--- src/rtl/tib_pkg.sv ---
// Package for the TLB invalidation batcher: sizes, codes and the
// command and status structs shared by the controller and the datapath.
// Depends on nothing.
package tib_pkg;

   // Queue and address geometry.
   localparam int QUEUE_DEPTH = 32;
   localparam int PAGE_BITS   = 12;
   localparam int FAR_BITS    = 21;

   localparam int ADDR_W  = 64;
   localparam int FRAME_W = 40;
   localparam int COUNT_W = 52;
   localparam int SHIFT_W = 6;

   // Queue index and fill count widths.
   localparam int QIDX_W = (QUEUE_DEPTH > 1) ? $clog2(QUEUE_DEPTH) : 1;
   localparam int QCNT_W = $clog2(QUEUE_DEPTH + 1);

   localparam logic [ADDR_W-1:0] PAGE_BYTES = ADDR_W'(1) << PAGE_BITS;

   // Request action codes.
   typedef enum logic [1:0] {
      ACT_REMOVE = 2'd0,
      ACT_TABLE  = 2'd1,
      ACT_FLUSH  = 2'd2,
      ACT_NONE   = 2'd3
   } tib_action_type;

   // Response kinds.
   localparam logic KIND_RANGE   = 1'b0;
   localparam logic KIND_RELEASE = 1'b1;

   // Commands from the controller to the datapath.
   typedef struct packed {
      logic latch;
      logic prep;
      logic enqueue_only;
      logic update;
      logic load_range;
      logic load_release;
      logic clear_batch;
   } tib_cmd_type;

   // Status from the datapath to the controller.
   typedef struct packed {
      tib_action_type action;
      logic           covers;
      logic           flush_needed;
      logic           active;
      logic           queue_full;
      logic           queue_empty;
      logic           last_release;
      logic           out_free;
   } tib_status_type;

endpackage

--- src/rtl/tib_datapath.sv ---
// Datapath of the TLB invalidation batcher: request registers, batch
// bounds, the deferred page queue memory and the response register.
// Depends on tib_pkg.
module tib_datapath (
   input  logic                             clock,
   input  logic                             reset,
   input  tib_pkg::tib_cmd_type             cmd,
   output tib_pkg::tib_status_type          status,
   input  logic [1:0]                       req_action,
   input  logic [tib_pkg::ADDR_W-1:0]       req_address,
   input  logic                             req_has_page,
   input  logic [tib_pkg::FRAME_W-1:0]      req_page_ref,
   input  logic [tib_pkg::ADDR_W-1:0]       req_region_end,
   input  logic [tib_pkg::SHIFT_W-1:0]      req_span_shift,
   input  logic                             rsp_stall,
   output logic                             rsp_valid,
   output logic                             rsp_kind,
   output logic [tib_pkg::ADDR_W-1:0]       rsp_range_start,
   output logic [tib_pkg::COUNT_W-1:0]      rsp_page_count,
   output logic [tib_pkg::FRAME_W-1:0]      rsp_released_page,
   output logic                             rsp_last
);

   // Latched request.
   logic [1:0]                   action_ff;
   logic [tib_pkg::ADDR_W-1:0]   address_ff;
   logic                         has_page_ff;
   logic [tib_pkg::FRAME_W-1:0]  page_ref_ff;
   logic [tib_pkg::ADDR_W-1:0]   region_end_ff;
   logic [tib_pkg::SHIFT_W-1:0]  span_shift_ff;

   // Prepared removal.
   logic [tib_pkg::ADDR_W-1:0]   eff_addr_ff, eff_addr_in;
   logic                         with_page_ff, with_page_in;
   logic                         covers_ff, covers_in;

   // Batch state.
   logic                         active_ff, active_in;
   logic [tib_pkg::ADDR_W-1:0]   start_ff, start_in;
   logic [tib_pkg::ADDR_W-1:0]   end_ff, end_in;
   logic [tib_pkg::QCNT_W-1:0]   count_ff, count_in;
   logic [tib_pkg::QCNT_W-1:0]   idx_ff, idx_in;
   logic [tib_pkg::QCNT_W-1:0]   idx_next;

   // Queue memory.
   logic [tib_pkg::FRAME_W-1:0]  mem [tib_pkg::QUEUE_DEPTH];
   logic [tib_pkg::FRAME_W-1:0]  rd_data_ff;
   logic                         wr_en;

   // Response register.
   logic                         rsp_valid_ff, rsp_valid_in;
   logic                         rsp_kind_ff, rsp_kind_in;
   logic [tib_pkg::ADDR_W-1:0]   rsp_start_ff, rsp_start_in;
   logic [tib_pkg::COUNT_W-1:0]  rsp_count_ff, rsp_count_in;
   logic [tib_pkg::FRAME_W-1:0]  rsp_page_ff, rsp_page_in;
   logic                         rsp_last_ff, rsp_last_in;

   logic [tib_pkg::ADDR_W-1:0]   span_mask;
   logic [tib_pkg::ADDR_W-1:0]   base;
   logic [tib_pkg::ADDR_W-1:0]   lo_diff, hi_diff, width_diff, count_wide;
   logic                         far_lo, far_hi, full, out_free;

   // Region base, the coverage test for a table removal, and the prepared address and page flag.
   always_comb begin
      span_mask   = (tib_pkg::ADDR_W'(1) << span_shift_ff) - tib_pkg::ADDR_W'(1);
      base        = address_ff & ~span_mask;
      covers_in   = active_ff && (base <= end_ff) && (start_ff <= region_end_ff);
      if (action_ff == tib_pkg::ACT_TABLE) begin
         eff_addr_in  = region_end_ff - tib_pkg::PAGE_BYTES;
         with_page_in = 1'b1;
      end else begin
         eff_addr_in  = address_ff;
         with_page_in = has_page_ff;
      end
   end

   // Distance tests on the prepared address (signed mod 2^64), full, page count, output free.
   always_comb begin
      lo_diff = start_ff - eff_addr_ff;
      hi_diff = eff_addr_ff - end_ff;
      far_lo  = !lo_diff[tib_pkg::ADDR_W-1] && (|lo_diff[tib_pkg::ADDR_W-2:tib_pkg::FAR_BITS]);
      far_hi  = !hi_diff[tib_pkg::ADDR_W-1] && (|hi_diff[tib_pkg::ADDR_W-2:tib_pkg::FAR_BITS]);
      full    = (count_ff == tib_pkg::QCNT_W'(tib_pkg::QUEUE_DEPTH));
      width_diff = end_ff - start_ff;
      count_wide = width_diff >> tib_pkg::PAGE_BITS;
      idx_next   = idx_ff + tib_pkg::QCNT_W'(1);
      out_free   = !rsp_valid_ff || !rsp_stall;
   end

   // Batch bounds, queue fill and release index.
   always_comb begin
      active_in = active_ff;
      start_in  = start_ff;
      end_in    = end_ff;
      count_in  = count_ff;
      wr_en     = 1'b0;
      if (cmd.clear_batch) begin
         active_in = 1'b0;
         count_in  = '0;
      end
      if (cmd.update) begin
         if (!active_ff) begin
            start_in  = eff_addr_ff;
            end_in    = eff_addr_ff + tib_pkg::PAGE_BYTES;
            active_in = 1'b1;
         end else if (eff_addr_ff < start_ff) begin
            start_in = eff_addr_ff;
         end else if (eff_addr_ff >= end_ff) begin
            end_in = eff_addr_ff + tib_pkg::PAGE_BYTES;
         end
      end
      if ((cmd.update && with_page_ff && !full) || (cmd.enqueue_only && !full)) begin
         wr_en    = 1'b1;
         count_in = count_ff + tib_pkg::QCNT_W'(1);
      end
      if (cmd.load_range) begin
         idx_in = '0;
      end else if (cmd.load_release) begin
         idx_in = idx_next;
      end else begin
         idx_in = idx_ff;
      end
   end

   // Response register next value.
   always_comb begin
      rsp_kind_in  = rsp_kind_ff;
      rsp_start_in = rsp_start_ff;
      rsp_count_in = rsp_count_ff;
      rsp_page_in  = rsp_page_ff;
      rsp_last_in  = rsp_last_ff;
      rsp_valid_in = rsp_valid_ff && rsp_stall;
      if (cmd.load_range) begin
         rsp_valid_in = 1'b1;
         rsp_kind_in  = tib_pkg::KIND_RANGE;
         rsp_start_in = start_ff;
         rsp_count_in = count_wide[tib_pkg::COUNT_W-1:0];
         rsp_page_in  = '0;
         rsp_last_in  = (count_ff == '0);
      end else if (cmd.load_release) begin
         rsp_valid_in = 1'b1;
         rsp_kind_in  = tib_pkg::KIND_RELEASE;
         rsp_start_in = '0;
         rsp_count_in = '0;
         rsp_page_in  = rd_data_ff;
         rsp_last_in  = (idx_next == count_ff);
      end
   end

   // Control registers.
   always_ff @(posedge clock) begin
      if (reset) begin
         active_ff    <= 1'b0;
         start_ff     <= '0;
         end_ff       <= '0;
         count_ff     <= '0;
         idx_ff       <= '0;
         rsp_valid_ff <= 1'b0;
      end else begin
         active_ff    <= active_in;
         start_ff     <= start_in;
         end_ff       <= end_in;
         count_ff     <= count_in;
         idx_ff       <= idx_in;
         rsp_valid_ff <= rsp_valid_in;
      end
   end

   // Payload registers.
   always_ff @(posedge clock) begin
      if (cmd.latch) begin
         action_ff     <= req_action;
         address_ff    <= req_address;
         has_page_ff   <= req_has_page;
         page_ref_ff   <= req_page_ref;
         region_end_ff <= req_region_end;
         span_shift_ff <= req_span_shift;
      end
      if (cmd.prep) begin
         eff_addr_ff  <= eff_addr_in;
         with_page_ff <= with_page_in;
         covers_ff    <= covers_in;
      end
      rsp_kind_ff  <= rsp_kind_in;
      rsp_start_ff <= rsp_start_in;
      rsp_count_ff <= rsp_count_in;
      rsp_page_ff  <= rsp_page_in;
      rsp_last_ff  <= rsp_last_in;
   end

   // Queue memory; the read follows the next index so data lines up with idx_ff.
   always_ff @(posedge clock) begin
      if (wr_en) begin
         mem[count_ff[tib_pkg::QIDX_W-1:0]] <= page_ref_ff;
      end
      rd_data_ff <= mem[idx_in[tib_pkg::QIDX_W-1:0]];
   end

   // Status toward the controller.
   always_comb begin
      status.action       = tib_pkg::tib_action_type'(action_ff);
      status.covers       = covers_ff;
      status.flush_needed = active_ff && (far_lo || far_hi || (with_page_ff && full));
      status.active       = active_ff;
      status.queue_full   = full;
      status.queue_empty  = (count_ff == '0);
      status.last_release = (idx_next == count_ff);
      status.out_free     = out_free;
   end

   assign rsp_valid         = rsp_valid_ff;
   assign rsp_kind          = rsp_kind_ff;
   assign rsp_range_start   = rsp_start_ff;
   assign rsp_page_count    = rsp_count_ff;
   assign rsp_released_page = rsp_page_ff;
   assign rsp_last          = rsp_last_ff;

   // The queue never holds more pages than it has entries.
   a_count_bound: assert property (@(posedge clock) disable iff (reset)
      count_ff <= tib_pkg::QCNT_W'(tib_pkg::QUEUE_DEPTH))
      else $error("pending count exceeds queue depth");

   // A response is loaded only when the output register can take it.
   a_load_free: assert property (@(posedge clock) disable iff (reset)
      (cmd.load_range || cmd.load_release) |-> out_free)
      else $error("response loaded over a waiting response");

   // A release reads only a filled queue entry.
   a_release_idx: assert property (@(posedge clock) disable iff (reset)
      cmd.load_release |-> (idx_ff < count_ff))
      else $error("release index beyond pending count");

   // The final release of a flush leaves the queue empty and the batch closed.
   a_flush_clears: assert property (@(posedge clock) disable iff (reset)
      (cmd.load_release && rsp_last_in) |=> (count_ff == '0 && !active_ff))
      else $error("flush did not clear the batch");

endmodule

--- src/rtl/tib_ctrl.sv ---
// Controller of the TLB invalidation batcher: sequences request intake,
// the flush decision, range and release responses, and the batch update.
// Depends on tib_pkg.
module tib_ctrl (
   input  logic                    clock,
   input  logic                    reset,
   input  logic                    req_valid,
   output logic                    req_stall,
   input  tib_pkg::tib_status_type status,
   output tib_pkg::tib_cmd_type    cmd
);

   typedef enum logic [2:0] {
      S_IDLE,
      S_PREP,
      S_DECIDE,
      S_RANGE,
      S_RELEASE,
      S_UPDATE
   } state_type;

   state_type state_ff, state_in;
   logic      post_update_ff, post_update_in;

   // Next state and commands.
   always_comb begin
      state_in       = state_ff;
      post_update_in = post_update_ff;
      cmd            = '0;
      case (state_ff)
         S_IDLE: begin
            if (req_valid) begin
               cmd.latch = 1'b1;
               state_in  = S_PREP;
            end
         end
         S_PREP: begin
            cmd.prep = 1'b1;
            state_in = S_DECIDE;
         end
         S_DECIDE: begin
            case (status.action)
               tib_pkg::ACT_REMOVE, tib_pkg::ACT_TABLE: begin
                  if (status.action == tib_pkg::ACT_TABLE && status.covers &&
                      !status.queue_full) begin
                     // Region already covered: only hold back its page.
                     cmd.enqueue_only = 1'b1;
                     state_in         = S_IDLE;
                  end else if (status.flush_needed) begin
                     post_update_in = 1'b1;
                     state_in       = S_RANGE;
                  end else begin
                     state_in = S_UPDATE;
                  end
               end
               tib_pkg::ACT_FLUSH: begin
                  post_update_in = 1'b0;
                  state_in       = status.active ? S_RANGE : S_IDLE;
               end
               default: begin
                  state_in = S_IDLE;
               end
            endcase
         end
         S_RANGE: begin
            if (status.out_free) begin
               cmd.load_range = 1'b1;
               if (status.queue_empty) begin
                  cmd.clear_batch = 1'b1;
                  state_in        = post_update_ff ? S_UPDATE : S_IDLE;
               end else begin
                  state_in = S_RELEASE;
               end
            end
         end
         S_RELEASE: begin
            if (status.out_free) begin
               cmd.load_release = 1'b1;
               if (status.last_release) begin
                  cmd.clear_batch = 1'b1;
                  state_in        = post_update_ff ? S_UPDATE : S_IDLE;
               end
            end
         end
         S_UPDATE: begin
            cmd.update = 1'b1;
            state_in   = S_IDLE;
         end
         default: begin
            state_in = S_IDLE;
         end
      endcase
   end

   // State register.
   always_ff @(posedge clock) begin
      if (reset) begin
         state_ff       <= S_IDLE;
         post_update_ff <= 1'b0;
      end else begin
         state_ff       <= state_in;
         post_update_ff <= post_update_in;
      end
   end

   assign req_stall = (state_ff != S_IDLE);

endmodule

--- src/rtl/tlb_invalidate_batcher.sv ---
// TLB invalidation batcher: one request at a time, taken only in the idle state.
// A request is latched, prepared and decided before the first response is loaded;
// a flush then gives one response per cycle while rsp_stall is low (range plus up
// to 32 releases, read one queue entry a cycle).
// Reset clears the batch flag, bounds, fill count and output; the page queue
// memory is not cleared, only entries below the fill count are read.
module tlb_invalidate_batcher (
   input  logic                        clock,
   input  logic                        reset,
   input  logic                        req_valid,
   output logic                        req_stall,
   input  logic [1:0]                  req_action,
   input  logic [tib_pkg::ADDR_W-1:0]  req_address,
   input  logic                        req_has_page,
   input  logic [tib_pkg::FRAME_W-1:0] req_page_ref,
   input  logic [tib_pkg::ADDR_W-1:0]  req_region_end,
   input  logic [tib_pkg::SHIFT_W-1:0] req_span_shift,
   output logic                        rsp_valid,
   input  logic                        rsp_stall,
   output logic                        rsp_kind,
   output logic [tib_pkg::ADDR_W-1:0]  rsp_range_start,
   output logic [tib_pkg::COUNT_W-1:0] rsp_page_count,
   output logic [tib_pkg::FRAME_W-1:0] rsp_released_page,
   output logic                        rsp_last
);

   tib_pkg::tib_cmd_type    cmd;
   tib_pkg::tib_status_type status;

   // Sequencer.
   tib_ctrl u_ctrl (
      .clock     (clock),
      .reset     (reset),
      .req_valid (req_valid),
      .req_stall (req_stall),
      .status    (status),
      .cmd       (cmd)
   );

   // Batch state, queue and response register.
   tib_datapath u_datapath (
      .clock             (clock),
      .reset             (reset),
      .cmd               (cmd),
      .status            (status),
      .req_action        (req_action),
      .req_address       (req_address),
      .req_has_page      (req_has_page),
      .req_page_ref      (req_page_ref),
      .req_region_end    (req_region_end),
      .req_span_shift    (req_span_shift),
      .rsp_stall         (rsp_stall),
      .rsp_valid         (rsp_valid),
      .rsp_kind          (rsp_kind),
      .rsp_range_start   (rsp_range_start),
      .rsp_page_count    (rsp_page_count),
      .rsp_released_page (rsp_released_page),
      .rsp_last          (rsp_last)
   );

endmodule
--- config.mk ---
export PLATFORM = sky130hd
export DESIGN_NAME = tlb_invalidate_batcher
export DESIGN_NICKNAME = d
export VERILOG_FILES = /design/src/rtl/tib_pkg.sv /design/src/rtl/tib_datapath.sv /design/src/rtl/tib_ctrl.sv /design/src/rtl/tlb_invalidate_batcher.sv
export SDC_FILE = /design/constraint.sdc
export NUM_CORES = 2
export LEC_CHECK = 0
export BUFFER_PORTS_ARGS = -buffer_cell sky130_fd_sc_hd__buf_2
export CAP_MARGIN = 20
export CORE_MARGIN = 8
export CORE_UTILIZATION = 35
export CTS_BUF_LIST = sky130_fd_sc_hd__clkbuf_2 sky130_fd_sc_hd__clkbuf_4 sky130_fd_sc_hd__clkbuf_8
export DETAILED_ROUTE_END_ITERATION = 7
export HOLD_SLACK_MARGIN = 0.03
export MAX_ROUTING_LAYER = met4
export REMOVE_ABC_BUFFERS = 1
export SLEW_MARGIN = 20
export SYNTH_ARGS = -nofsm -noshare
export SYNTH_HDL_FRONTEND = slang
export SYNTH_SLANG_ARGS = --single-unit
--- constraint.sdc ---
create_clock -name clock -period 9 [get_ports clock]
set_input_delay 0.9 -clock clock [delete_from_list [all_inputs] [get_ports clock]]
set_output_delay 0.9 -clock clock [all_outputs]
set_load 0.005 [all_outputs]
### Word-level counts from Yosys, hierarchy flattened

Memories as Yosys holds them, arrays and structs flattened. A register that Yosys moved wholly into a read port is not among the register bits.
Index checks and enable logic that the tools add are counted.

| cells by class | value |
|---|---|
| equal/unequal tests | 18 |
| shifts and indexed selects | 1 |
| order comparisons | 4 |
| reductions and logical operators | 36 |
| bitwise operators | 2 |
| $add $sub $neg | 8 |
| mux-type cells | 53 |

Operators by type and width:

| kind | count |
|---|---|
| $mux W64 | 8 |
| $sub A64 B64 Y64 | 3 |
| $le A64 B64 Y1 | 2 |
| $mux W52 | 2 |
| $reduce_or A42 Y1 | 2 |
| $add A64 B13 Y64 const B | 1 |
| $and A64 B64 Y64 | 1 |
| $ge A64 B64 Y1 | 1 |
| $lt A64 B64 Y1 | 1 |
| $not A64 Y64 | 1 |
| $shl A1 B6 Y64 const A | 1 |
| $sub A64 B13 Y64 const B | 1 |
| $sub A64 B2 Y64 const B | 1 |
| $mux W1 | 25 |
| $mux W3 | 8 |
| $pmux W3 S5 | 1 |
| $ne A2 B2 Y1 const B | 7 |
| $add A6 B1 Y6 const B | 2 |
| $logic_and A1 B1 Y1 | 12 |
| $mux W6 | 2 |
| $mux W5 | 2 |
| $reduce_and A4 Y1 | 2 |
| $eq A3 B2 Y1 const B | 2 |
| $eq A3 B3 Y1 const B | 2 |
| other kinds (19) | 32 |

| storage, ports and cells | value |
|---|---|
| RAM bits | 1280 |
| output and inout port bits | 160 |
| bits in registers | 547 |
| word-level logic and storage cells | 146 |
| memories kept | 1 |

Memory list:

| name | words | bits a word | read ports | clocked after Yosys merged registers in | write ports | RTL line | text |
|---|---|---|---|---|---|---|---|
| u_datapath.mem | 32 | 40 | 1 | 1 | 1 | tib_datapath.sv:46 | `logic [tib_pkg::FRAME_W-1:0] mem [tib_pkg::QUEUE_DEPTH];` |

### Logic depth before layout (Yosys ltp)

| depth | value |
|---|---|
| depth after elaboration | 11 |
| gate-level depth with buffers | 25 |
| mapped depth without buffers | 22 |

### By module

From an unflattened synthesis, not the netlist that was laid out.

| second synthesis, totals | value |
|---|---|
| cells, all modules | 6485 |
| area, all modules | 86590.5 um2 |

By module, submodules not included:

| module | area an instance (um2) | cells each | times used |
|---|---|---|---|
| tib_datapath | 86167.6 | 6428 | 1 |
| tib_ctrl | 422.9 | 57 | 1 |

### Worst setup path after synthesis

Ideal clock, no wire load.

| path | value |
|---|---|
| path kind | register to register |
| start point | register u_ctrl.state_ff[2] |
| end point | register u_datapath.action_ff[0] (enable) |
| slack | -0.005 ns |
| clock period less this slack | 9.005 ns |
| arrival | 8.288 ns |
| data required time | 8.283 ns |
| path buffers | 1 |
| stages on the path, launching flop included | 4 |
| setup time | 0.717 ns |
| cells stage by stage | dfxtp_1 clkbuf_1 or3_1 nor2_1 |

RTL lines:

| item | RTL line | text |
|---|---|---|
| start: declaration | tib_ctrl.sv:22 | `state_type state_ff, state_in;` |
| start signal: assignment | tib_ctrl.sv:101 | `state_ff <= state_in;` |
| end signal: assignment | tib_datapath.sv:172 | `action_ff <= req_action;` |
| end: declaration | tib_datapath.sv:25 | `logic [1:0] action_ff;` |

### Worst setup path in the final report

| path | value |
|---|---|
| start point | register u_datapath.span_shift_ff[0] (netlist bit) |
| end point | register u_datapath.covers_ff (data pin) |

| between the ends | value |
|---|---|
| longest elaborated chain between the ends | 7 |

Ends and longest elaborated chain:

| item | RTL line | text |
|---|---|---|
| start: declaration | tib_datapath.sv:30 | `logic [tib_pkg::SHIFT_W-1:0] span_shift_ff;` |
| start signal: assignment | tib_datapath.sv:177 | `span_shift_ff <= req_span_shift;` |
| $shl A1 B6 Y64 | tib_datapath.sv:65 | `span_mask = (tib_pkg::ADDR_W'(1) << span_shift_ff) - tib_pkg::ADDR_W'(1);` |
| $sub A64 B2 Y64 | tib_datapath.sv:65 |  |
| $not A64 Y64 | tib_datapath.sv:66 | `base = address_ff & ~span_mask;` |
| $and A64 B64 Y64 | tib_datapath.sv:66 |  |
| $le A64 B64 Y1 | tib_datapath.sv:67 | `covers_in = active_ff && (base <= end_ff) && (start_ff <= region_end_ff);` |
| $logic_and A1 B1 Y1 (2 in series) | tib_datapath.sv:67 |  |
| via u_datapath.covers_in | tib_datapath.sv:35 | `logic covers_ff, covers_in;` |
| end signal: assignment | tib_datapath.sv:182 | `covers_ff <= covers_in;` |
| end: declaration | tib_datapath.sv:35 |  |

The timed path passes the listed nets, and every way through them passes these cells.
A chain may end at the register's enable or synchronous reset.

==> run metrics <==
run status=complete, no violations; num rows=181; drt initial violations=5856; Final Hold Fails=0; Final WS setup=3128 ps; Int Power=14.66 mW; Detailed Routing Iterations Pass 1=6; core footprint=0.2435 mm2; CTS tree=built; CTS clock-pin slew for the worst setup and hold paths=70 ps; commonest cells after routing, fill and taps aside=1640 x edfxtp_1, 851 x nand2_1, 403 x nor2_1; Fmax=170.3 MHz; Die W=510.9 um; DRT antenna net count=0; data arrival time of the worst path=6700 ps; Switch Pwr=4.906 mW; Top FF cell, synth=edfxtp_1; Layout Cell Area excl Fill=0.09900 mm2; GRT overflow=0; Worst setup SP type=flip-flop; Routed WL=289300 um; Seq/Total Area, Yosys=62.75%; routed wire length per instance=27.42 um; Pwr Total=19.56 mW; skew final=144.9 ps; Max-cap violations=0; sequential fraction of design power=51.4%; vias per cell=5.497; clock tree sinks=1867; Synthesis Warnings=0; Layout Nets=7598; largest net degree at the start of global routing=141; die area=0.2610 mm2; EDFF count, synth=1640; Net Sw Frac=25.08%; Power Density=197.6 mW/mm2; initial antenna violation count=21; Final Wtd Congestion=0.9620; Vias=58018; final period utilization=65.25%; Lkg Pwr=34.69 nW; share of cells above drive strength 1=18.59%; vias in the first global route=57935; Placed Area=0.09143 mm2; fill count=22627; Max Buffers Root-to-Sink=4; DRC violations left=0; Clock H-tree levels=5; synthesis-to-finish area growth=15.49%; Logic pwr share=9.0%; WHS=125.1 ps; synthesized area per cell=13.14 um2; I/O Pins=341; number of synthesized register bits=1867; Tot GR Track Use=21.97%; Synth async-reset ratio=0%; Post-DP HPWL=188900 um; CP endpoint kind=flip-flop; Finish-stage setup viols=0; worst IR drop on VDD=0.1637 mV; Die Y=510.9 um; clock share of power=39.6%; Slew headroom=25.30%; CP Data Required Time=9820 ps; pre-CTS setup slack=3213 ps; slack of the worst reg-to-reg path=3130 ps; synthesized area=0.08572 mm2; post_cts resized=0; CTS Buf Count=324; root buffer cell=clkbuf_8; Final Max Tran Viols=0; RSZ-0062 raised after global routing=no; most common cell after layout, fill and taps aside=edfxtp_1; Starting Density=35.21%; crit path time final=5872 ps; critical path class=reg2reg; Tightest Pin Transition=1121 ps; first-pass GRT wire length=413000 um; CP max FO=19; Mapped Cells=6524; port buffer count=340; count of cell types in the netlist=90; HP Class=in2reg; Worst-Skew Late Latency=1040 ps
==> cell type report <==
class                   instances  area, um2  share of cell area [%]
repair buffers                531       3491                   3.526
flip-flops and latches       1867      53790                   54.34
inverters                     300       1132                   1.144
multi-input cells            4067      30080                   30.39
clock buffers                 484       5979                   6.040
clock inverters                92      488.0                  0.4929
well taps                    3202       4006                   4.047
diodes                         11      27.53                 0.02781
==> logic make-up after synthesis <==
| logic type | synth area share [%] |
|---|---|
| AOI/OAI and AO/OA | 8.151 |
| xor gates and xnor gates | 1.992 |
| adders and majority gates | 4.758 |
| buffers and inverters | 2.611 |
| DFF | 62.75 |
| muxes | 8.767 |
| and+or+nand+nor | 10.97 |
==> critical path, cell delays in order, from the launching register on <==
cell and delay [ps]:
edfxtp_1 670, or2_2 480, nor2_1 480, nand2_1 110, ha_1 450, o21ai_1 650, nor2_1 250, nand2_1 210
nand2_1 70, a21oi_1 290, ha_1 320, nor2b_1 130, o21ai_0 150, nand2b_1 70, a21oi_1 150, nor2b_1 60
o21ai_0 230, nand4b_1 400, a41o_1 360, a22oi_1 150
==> final timing paths <==
check / start / to / depth (start not counted)
max: u_datapath.span_shift_ff[0] / u_datapath.covers_ff / 19
min: req_region_end[55] / u_datapath.region_end_ff[55] / 1
max reg2reg: u_datapath.span_shift_ff[0] / u_datapath.covers_ff / 19
min reg2reg: u_datapath.rd_data_ff[15] / u_datapath.rsp_released_page[15] / 1
==> metrics by stage <==
stage	setup TNS, ps	utilization, %	std cells
6_report	0	40.66	10554
2_1_floorplan	-541410	-	6234
3_5_place_dp	0	37.56	9860
3_3_place_gp	0	37.55	9859
4_1_cts	0	40.65	10543
5_1_grt	0	40.66	10552
==> Yosys cell counts, drive strengths merged, types with 31 or more instances <==
cell type  number  share of area (%)
edfxtp       1640                 57
nand2         853                3.7
nor2          437                1.9
a21oi         373                2.2
ha            326                4.8
mux4          320                8.4
inv           300                1.3
nand3         295                1.7
o21ai         293                1.7
clkbuf        242                1.1
dfxtp         227                5.3
xnor2         153                1.6
nand4         117               0.86
a21o           84               0.74
nor3           77               0.46
a211oi         69               0.60
buf            48               0.24
nand2b         47               0.34
nor4           45               0.34
o21a           45               0.39
a22o           43               0.44
nor2b          42               0.31
xor2           42               0.43
a31oi          31               0.23
==> flip-flops by register name (all words and copies together), names as in the netlist, 2 cells and up <==
register	flops
u_ctrl.state_ff	3
u_datapath.action_ff	2
u_datapath.address_ff	64
u_datapath.count_ff	6
u_datapath.eff_addr_ff	64
u_datapath.end_ff	64
u_datapath.idx_ff	6
u_datapath.mem	1280
u_datapath.page_ref_ff	40
u_datapath.rd_data_ff	40
u_datapath.region_end_ff	64
u_datapath.rsp_page_count	52
u_datapath.rsp_range_start	64
u_datapath.rsp_released_page	40
u_datapath.span_shift_ff	6
u_datapath.start_ff	64
==> power groups by stage <==
stage / sequential [mW] / combinational (mW) / clock, mW
floorplan: 10.1 / 1.10 / 0
global placement: 10.2 / 1.72 / 0
detailed placement: 10.2 / 1.71 / 0
CTS: 10.1 / 1.76 / 7.92
global route: 10.1 / 1.91 / 8.28
finish: 10.1 / 1.76 / 7.74
==> routing by layer <==
metal  vias up  track usage [%]  wire, um
li1      25861                -         -
met1     29284            28.62    122000
met2      2412            35.51    138300
met3       461            3.479     19290
met4         0            6.809      9768
met5         -                -         0
==> timing repair <==
action,in CTS,in global routing
hold endpoints to repair,107,0
hold buffers,107,0
setup buffers,0,0
No activity file was read; power rests on OpenSTA's default activity.
